==> config.mk <==
export PLATFORM = sky130hd
export DESIGN_NAME = vmar_ctrl
export DESIGN_NICKNAME = d
export VERILOG_FILES = /design/src/sv/vmar_pkg.sv /design/src/sv/vmar_ctrl.sv
export SDC_FILE = /design/constraint.sdc
export NUM_CORES = 1
export LEC_CHECK = 0
export ABC_AREA = 0
export BUFFER_PORTS_ARGS = -buffer_cell sky130_fd_sc_hd__buf_2
export CORE_MARGIN = 1.5
export CORE_UTILIZATION = 46
export CTS_CLUSTER_DIAMETER = 40
export DETAILED_ROUTE_END_ITERATION = 12
export PLACE_DENSITY_LB_ADDON = 0.1
export SLEW_MARGIN = 15
export SYNTH_ARGS = -nofsm -noshare
export SYNTH_HDL_FRONTEND = slang
export SYNTH_SLANG_ARGS = --single-unit
export TNS_END_PERCENT = 5
==> constraint.sdc <==
create_clock -name clk -period 2.35 [get_ports clk]
set_input_delay 0.47 -clock clk [delete_from_list [all_inputs] [get_ports clk]]
set_output_delay 0.47 -clock clk [all_outputs]
set_load 0.005 [all_outputs]
==> src/sv/vmar_pkg.sv <==
// ----------------------------------------------------------------------------
// vmar_pkg
// Shared types and codes of the address range table: request and status
// codes, register indexes, and the command/status bundles between the
// controller and the datapath.
// ----------------------------------------------------------------------------
package vmar_pkg;

  localparam int FIELD_W = 36;
  localparam int CFG_IDX_W = 1;

  localparam logic [FIELD_W-1:0] USER_LOW_RST  = 36'd16;
  localparam logic [FIELD_W-1:0] USER_HIGH_RST = 36'h8_0000_0000;

  localparam logic [CFG_IDX_W-1:0] CFG_USER_LOW  = 1'd0;
  localparam logic [CFG_IDX_W-1:0] CFG_USER_HIGH = 1'd1;

  typedef enum logic [2:0] {
    REQ_FIND   = 3'd0,
    REQ_MAP    = 3'd1,
    REQ_LOOKUP = 3'd2,
    REQ_REMOVE = 3'd3,
    REQ_EMPTY  = 3'd4
  } req_t;

  typedef enum logic [1:0] {
    ST_OK       = 2'd0,
    ST_NO_FIT   = 2'd1,
    ST_FULL     = 2'd2,
    ST_UNMAPPED = 2'd3
  } status_t;

  typedef enum logic [2:0] {
    M_GAP  = 3'd0,
    M_OVL  = 3'd1,
    M_LOOK = 3'd2,
    M_CUT  = 3'd3,
    M_INS  = 3'd4
  } mode_t;

  typedef enum logic [2:0] {
    K_OK    = 3'd0,
    K_ST1   = 3'd1,
    K_ST2   = 3'd2,
    K_ST3   = 3'd3,
    K_FOUND = 3'd4,
    K_MAP   = 3'd5,
    K_LOOK  = 3'd6,
    K_EMPTY = 3'd7
  } kind_t;

  typedef struct packed {
    logic  load;
    logic  scan;
    mode_t mode;
    logic  from_scr;
    logic  ex;
    logic  tail;
    logic  commit;
    logic  deliver;
    kind_t kind;
  } cmd_t;

  typedef struct packed {
    logic [2:0] typ;
    mode_t      mode;
    logic       np_zero;
    logic       page_zero;
    logic       fixed;
    logic       far;
    logic       at_end;
    logic       ex_hit;
    logic       ex_more;
    logic       hit;
    logic       full_act;
    logic       full_scr;
    logic       out_free;
  } sts_t;

endpackage

==> src/sv/vmar_ctrl.sv <==
// ----------------------------------------------------------------------------
// vmar_ctrl
// Request sequencer: picks the table passes a request needs, steps each
// pass entry by entry and chooses the result.
// ----------------------------------------------------------------------------
module vmar_ctrl (
  input  logic            clk,
  input  logic            rst_n,
  input  logic            in_valid,
  output logic            in_ready,
  input  vmar_pkg::sts_t  sts,
  output vmar_pkg::cmd_t  cmd
);

  typedef enum logic [5:0] {
    S_IDLE = 6'b000001,
    S_DISP = 6'b000010,
    S_RD   = 6'b000100,
    S_EX   = 6'b001000,
    S_TAIL = 6'b010000,
    S_DONE = 6'b100000
  } state_t;

  state_t          state_r, state_nxt;
  vmar_pkg::kind_t kind_r, kind_nxt;

  always_ff @(posedge clk) begin
    if (!rst_n) begin
      state_r <= S_IDLE;
      kind_r  <= vmar_pkg::K_OK;
    end else begin
      state_r <= state_nxt;
      kind_r  <= kind_nxt;
    end
  end

  always_comb begin
    cmd       = '0;
    cmd.mode  = vmar_pkg::M_GAP;
    cmd.kind  = vmar_pkg::K_OK;
    state_nxt = state_r;
    kind_nxt  = kind_r;
    in_ready  = 1'b0;
    case (state_r)
      S_IDLE: begin
        in_ready = 1'b1;
        if (in_valid) begin
          cmd.load  = 1'b1;
          state_nxt = S_DISP;
        end
      end
      S_DISP: begin
        state_nxt = S_RD;
        case (sts.typ)
          vmar_pkg::REQ_FIND: begin
            if (sts.np_zero) begin
              kind_nxt  = vmar_pkg::K_ST1;
              state_nxt = S_DONE;
            end else begin
              cmd.scan = 1'b1;
              cmd.mode = vmar_pkg::M_GAP;
            end
          end
          vmar_pkg::REQ_MAP: begin
            if (sts.np_zero || (!sts.page_zero && sts.far)) begin
              kind_nxt  = vmar_pkg::K_ST1;
              state_nxt = S_DONE;
            end else begin
              cmd.scan = 1'b1;
              if (sts.page_zero) cmd.mode = vmar_pkg::M_GAP;
              else if (sts.fixed) cmd.mode = vmar_pkg::M_CUT;
              else cmd.mode = vmar_pkg::M_OVL;
            end
          end
          vmar_pkg::REQ_LOOKUP: begin
            cmd.scan = 1'b1;
            cmd.mode = vmar_pkg::M_LOOK;
          end
          vmar_pkg::REQ_REMOVE: begin
            if (sts.np_zero) begin
              kind_nxt  = vmar_pkg::K_OK;
              state_nxt = S_DONE;
            end else begin
              cmd.scan = 1'b1;
              cmd.mode = vmar_pkg::M_CUT;
            end
          end
          vmar_pkg::REQ_EMPTY: begin
            if (sts.np_zero) begin
              kind_nxt  = vmar_pkg::K_EMPTY;
              state_nxt = S_DONE;
            end else begin
              cmd.scan = 1'b1;
              cmd.mode = vmar_pkg::M_OVL;
            end
          end
          default: begin
            kind_nxt  = vmar_pkg::K_OK;
            state_nxt = S_DONE;
          end
        endcase
      end
      S_RD: begin
        if (sts.at_end) begin
          cmd.tail  = 1'b1;
          state_nxt = S_TAIL;
        end else begin
          state_nxt = S_EX;
        end
      end
      S_EX: begin
        cmd.ex = 1'b1;
        if (sts.ex_hit) state_nxt = S_TAIL;
        else if (sts.ex_more) state_nxt = S_EX;
        else state_nxt = S_RD;
      end
      S_TAIL: begin
        state_nxt = S_DONE;
        case (sts.typ)
          vmar_pkg::REQ_FIND: begin
            kind_nxt = sts.hit ? vmar_pkg::K_FOUND : vmar_pkg::K_ST1;
          end
          vmar_pkg::REQ_MAP: begin
            case (sts.mode)
              vmar_pkg::M_GAP, vmar_pkg::M_OVL: begin
                if ((sts.mode == vmar_pkg::M_GAP) != sts.hit) begin
                  kind_nxt = vmar_pkg::K_ST1;
                end else if (sts.full_act) begin
                  kind_nxt = vmar_pkg::K_ST2;
                end else begin
                  cmd.scan  = 1'b1;
                  cmd.mode  = vmar_pkg::M_INS;
                  state_nxt = S_RD;
                end
              end
              vmar_pkg::M_CUT: begin
                if (sts.hit || sts.full_scr) begin
                  kind_nxt = vmar_pkg::K_ST2;
                end else begin
                  cmd.scan     = 1'b1;
                  cmd.mode     = vmar_pkg::M_INS;
                  cmd.from_scr = 1'b1;
                  state_nxt    = S_RD;
                end
              end
              default: begin
                cmd.commit = 1'b1;
                kind_nxt   = vmar_pkg::K_MAP;
              end
            endcase
          end
          vmar_pkg::REQ_LOOKUP: begin
            kind_nxt = sts.hit ? vmar_pkg::K_LOOK : vmar_pkg::K_ST3;
          end
          vmar_pkg::REQ_REMOVE: begin
            if (sts.hit) begin
              kind_nxt = vmar_pkg::K_ST2;
            end else begin
              cmd.commit = 1'b1;
              kind_nxt   = vmar_pkg::K_OK;
            end
          end
          vmar_pkg::REQ_EMPTY: kind_nxt = vmar_pkg::K_EMPTY;
          default: kind_nxt = vmar_pkg::K_OK;
        endcase
      end
      S_DONE: begin
        if (sts.out_free) begin
          cmd.deliver = 1'b1;
          cmd.kind    = kind_r;
          state_nxt   = S_IDLE;
        end
      end
      default: state_nxt = S_IDLE;
    endcase
  end

  a_ex_only_after_rd: assert property (@(posedge clk) disable iff (!rst_n)
    (state_r == S_EX) |-> ($past(state_r) == S_RD || $past(state_r) == S_EX))
    else $error("step without a table read");
  a_load_only_idle: assert property (@(posedge clk) disable iff (!rst_n)
    cmd.load |=> (state_r == S_DISP))
    else $error("load did not move to dispatch");
  a_commit_before_done: assert property (@(posedge clk) disable iff (!rst_n)
    cmd.commit |=> (state_r == S_DONE))
    else $error("commit outside the final pass");

endmodule

# Word level (Yosys, flattened, before mapping)
# Cells that the tools add are included.
[word_totals]
out_inout_bits = 14
reg_bits = 9
input_bits = 20
[classes]
mux = 55
eq_ne = 22
n_reduce_logical = 12
[ops]
columns = ["operator", "n"]
rows = [
  ["6-bit 2-to-1 mux", 9],
  ["4-bit 2-to-1 mux", 9],
  ["6-bit case mux with 6 select lines", 1],
  ["3-bit case mux with 5 select lines", 2],
  ["3-bit 2-to-1 mux", 9],
  ["4-bit case mux with 5 select lines", 1],
  ["6-bit case mux with 3 select lines", 1],
  ["4-bit case mux with 2 select lines", 2],
  ["5-bit 2-to-1 mux", 3],
  ["3-bit inequality test (second input constant)", 4],
  ["3-bit case mux with 2 select lines", 2],
  ["6-bit case mux with 2 select lines", 1],
  ["1-bit 2-to-1 mux", 11],
  ["3-bit by 2-bit equality test with 1-bit output (second input constant)", 3],
  ["8-bit AND reduction", 1],
  ["3-bit by 1-bit equality test with 1-bit output (second input constant)", 2],
  ["6-bit by 1-bit equality test with 1-bit output (second input constant)", 1],
  ["6-bit by 2-bit equality test with 1-bit output (second input constant)", 1],
  ["6-bit by 3-bit equality test with 1-bit output (second input constant)", 1],
  ["6-bit by 4-bit equality test with 1-bit output (second input constant)", 1],
  ["6-bit by 5-bit equality test with 1-bit output (second input constant)", 1],
  ["6-bit equality test (second input constant)", 1],
  ["3-bit logical NOT", 2],
  ["2-bit 2-to-1 mux", 3],
  ["13 further kinds", 17],
]

# Logic depth before layout (Yosys ltp)
[logic_depth]
word_depth = 6
mapped_depth = 6
depth_no_buf = 5

# Worst setup path before layout
# Ideal clock, no wire load.
[synth_path]
path_kind = "in2out"
from = "input port sts[16] in the netlist's numbering"
to = "output port cmd[11] in the netlist's numbering"
path_stages = 4
path_buffers = 1
required_time_ps = 1880
slack_ps = 406
arrival_time_ps = 1474
path_cell_list = "buf_6 > or4b_4 > a211oi_2 > a31o_2"
[synth_lines]
columns = ["item", "line", "text"]
rows = [
  ["from (decl)", "vmar_ctrl.sv:11", "input vmar_pkg::sts_t sts,"],
  ["to (decl)", "vmar_ctrl.sv:12", "output vmar_pkg::cmd_t cmd"],
]

==> impl_metrics.tcl <==
set metrics [dict create \
    critPathMaxFanout 13 \
    grt_usage_pct 22.7 \
    worstSetupStartpointType "input port" \
    clock_skew_ns 0.00263 \
    start_util_pct 51.0 \
    worst-path-stages 4 \
    die_area_mm2 0.00199 \
    area_growth_pct 26.1 \
    viasPerCell 5.60 \
    yosysWarnings 0 \
    grt_max_degree 14 \
    syn_area_um2 796 \
    clock_sinks 9 \
    cts-root-buf "clkbuf_4" \
    nets 159 \
    violations "DRC" \
    ir_drop_mv 0.224 \
    drt_iter0_markers 21 \
    die_h_um 44.6 \
    final_core_util_pct 64.4 \
    syn_nets 122 \
    fin_crit_sh_pct 92.4 \
    cts_setup_buffers 0 \
    leakagePower_nw 0.469 \
    critPathSlowestCell "or4b_4" \
    num_rows 14 \
    cp_num_buf_inv 2 \
    maxCapViolations 0 \
    num_antenna_cells 0 \
    drive_gt1_share_pct 34.8 \
    antenna_left 0 \
    io_buffers 33 \
    final_cell_mix "buf_2, nor2_1, dfxtp_1" \
    cp.required_ns 1.88 \
    die_width_um 44.6 \
    dr.pass1.iters 8 \
    synth-edff-count 0 \
    synth.avg_cell_area_um2 7.80 \
    reg2regPathDepth 6 \
    cts_hold_buf 0 \
    routedWlPerCell_um 13.1 \
    p_total_mw 0.367 \
    fmax_ghz 0.461 \
    antenna_found_initial 0 \
    stdcell_area_mm2 0.00100 \
    cpPeakStageDelay_ns 0.60 \
    end_kind "output port" \
    ys_seq_area_share_pct 22.6 \
    dpl_cell_area_um2 977 \
    cp.arrival_ns 1.70 \
    grt_util_met2_pct 37.1 \
    ios 34 \
    grt_pass1_vias 769 \
    hold_depth 2 \
    clockBufferDepth 2 \
    dp_hpwl_um 1580 \
    ys_types 43 \
    drcViolationCount 5 \
    tns_ns 0 \
    hp-class "in2reg" \
    clk_pin_slew_ns 0.06 \
    cts_resized 0 \
    num_vias 862 \
    ys_seq_elements 9 \
    critPathTopFamily "simple AND/OR/NAND/NOR gates" \
    slew_headroom_pct 70.4 \
    setup_viol 0 \
    globalRouteMet1Util_pct 27.7 \
    status "complete, but fails checks" \
    tightestPinTransition_ns 0.443 \
    gp_congestion 0.857 \
    path_class "in2out" \
    async_flop_share_pct 0 \
    numCtsBuffers 3 \
    min_period_ns 2.17 \
    final_common_cell "buf_2" \
    path_common_cell "buf_2" \
    routed_wl_um 2020 \
    netlist_instances 102 \
    grt-ovfl-total 0 \
    powerDensity_mw_per_mm2 366 \
    crit_chain "buf_2, or4b_4, nor4_1, buf_2" \
    grt_pass1_wl_um 3280 \
    hold_violations 0 \
    htree_num_levels 1 \
    cts_tree "yes" \
    synth-main-ff-cell "dfxtp_1" \
    maxSlewViolCount 0 \
    core_mm2 0.00156 \
    clk_latency_ns 0.26 \
    top_usage_layer "met2" \
    met3_usage_pct 8.98 \
    rsz0062_at_grt "false" \
]
## power breakdown
part	total, mW	internal [mW]	leakage [nW]	switching, mW
clock	0.120	0.0655	0.0150	0.0546
combinational	0.0864	0.0405	0.381	0.0459
sequential	0.161	0.156	0.0730	0.00417
## per-layer routing
layer / share of wire, % / wire length, um / vias up
met2: 46 / 932 / 27
met1: 48 / 965 / 385
met3: 5.8 / 117 / 0
met4: 0 / 0 / 0
met5: 0 / 0 / -
li1: - / - / 450
## worst reg2reg max path, cell delays in order, from the launching register on
cell and delay (ns):
dfxtp_1 0.35, nor4_1 0.36, nand3b_1 0.18, buf_4 0.19, o22ai_2 0.33, o211ai_2 0.13, o211a_1 0.14
## path summary, 6_finish.rpt
kind,from,to,slack [ns]
setup / recovery,sts[15],cmd[7],0.18
hold / removal,in_valid,state_r[1],0.45
setup reg to reg,state_r[2],kind_r[1],0.56
hold reg to reg,kind_r[1],kind_r[1],0.50
## area by class of cell
type	count	area [um^2]
clock buffer	4	26.3
multi-input combinational	84	574
fill	156	556
inverter	6	22.5
sequential	9	180
tap	16	20.0
timing repair buffer	35	180
## metrics by stage
step	instances	hold WS [ns]	setup slack, ns
2_1_floorplan	102	0.464	0.406
3_3_place_gp	150	0.480	0.245
3_5_place_dp	150	0.489	0.198
4_1_cts	154	0.448	0.189
5_1_grt	154	0.454	0.0276
6_report	154	0.448	0.179
## logic make-up (layout without fill, tap and decap cells)
| group | after synthesis | count (layout) | share of synthesized area, % |
|---|---|---|---|
| compound gates | 28 | 28 | 25.8 |
| xor+xnor | 1 | 1 | 1.10 |
| buf+inv | 9 | 45 | 5.19 |
| flops | 9 | 9 | 22.6 |
| mux | 3 | 3 | 3.93 |
| simple gates | 52 | 52 | 41.4 |
## flip-flops by register name, summed over array words and instances (netlist names)
name,count
kind_r,3
state_r,6
## Yosys cell counts, types with 3 or more instances
cell type	count	area [um^2]
a21oi_1	5	25.0
and2_1	3	18.8
dfxtp_1	9	180
inv_1	6	22.5
nand2_1	4	15.0
nand2b_1	6	37.5
nand3b_1	4	30.0
nor2_1	11	41.3
nor2b_1	5	31.3
nor4_1	3	18.8
o21ai_0	6	30.0
Power figures use the tool's default switching activity.
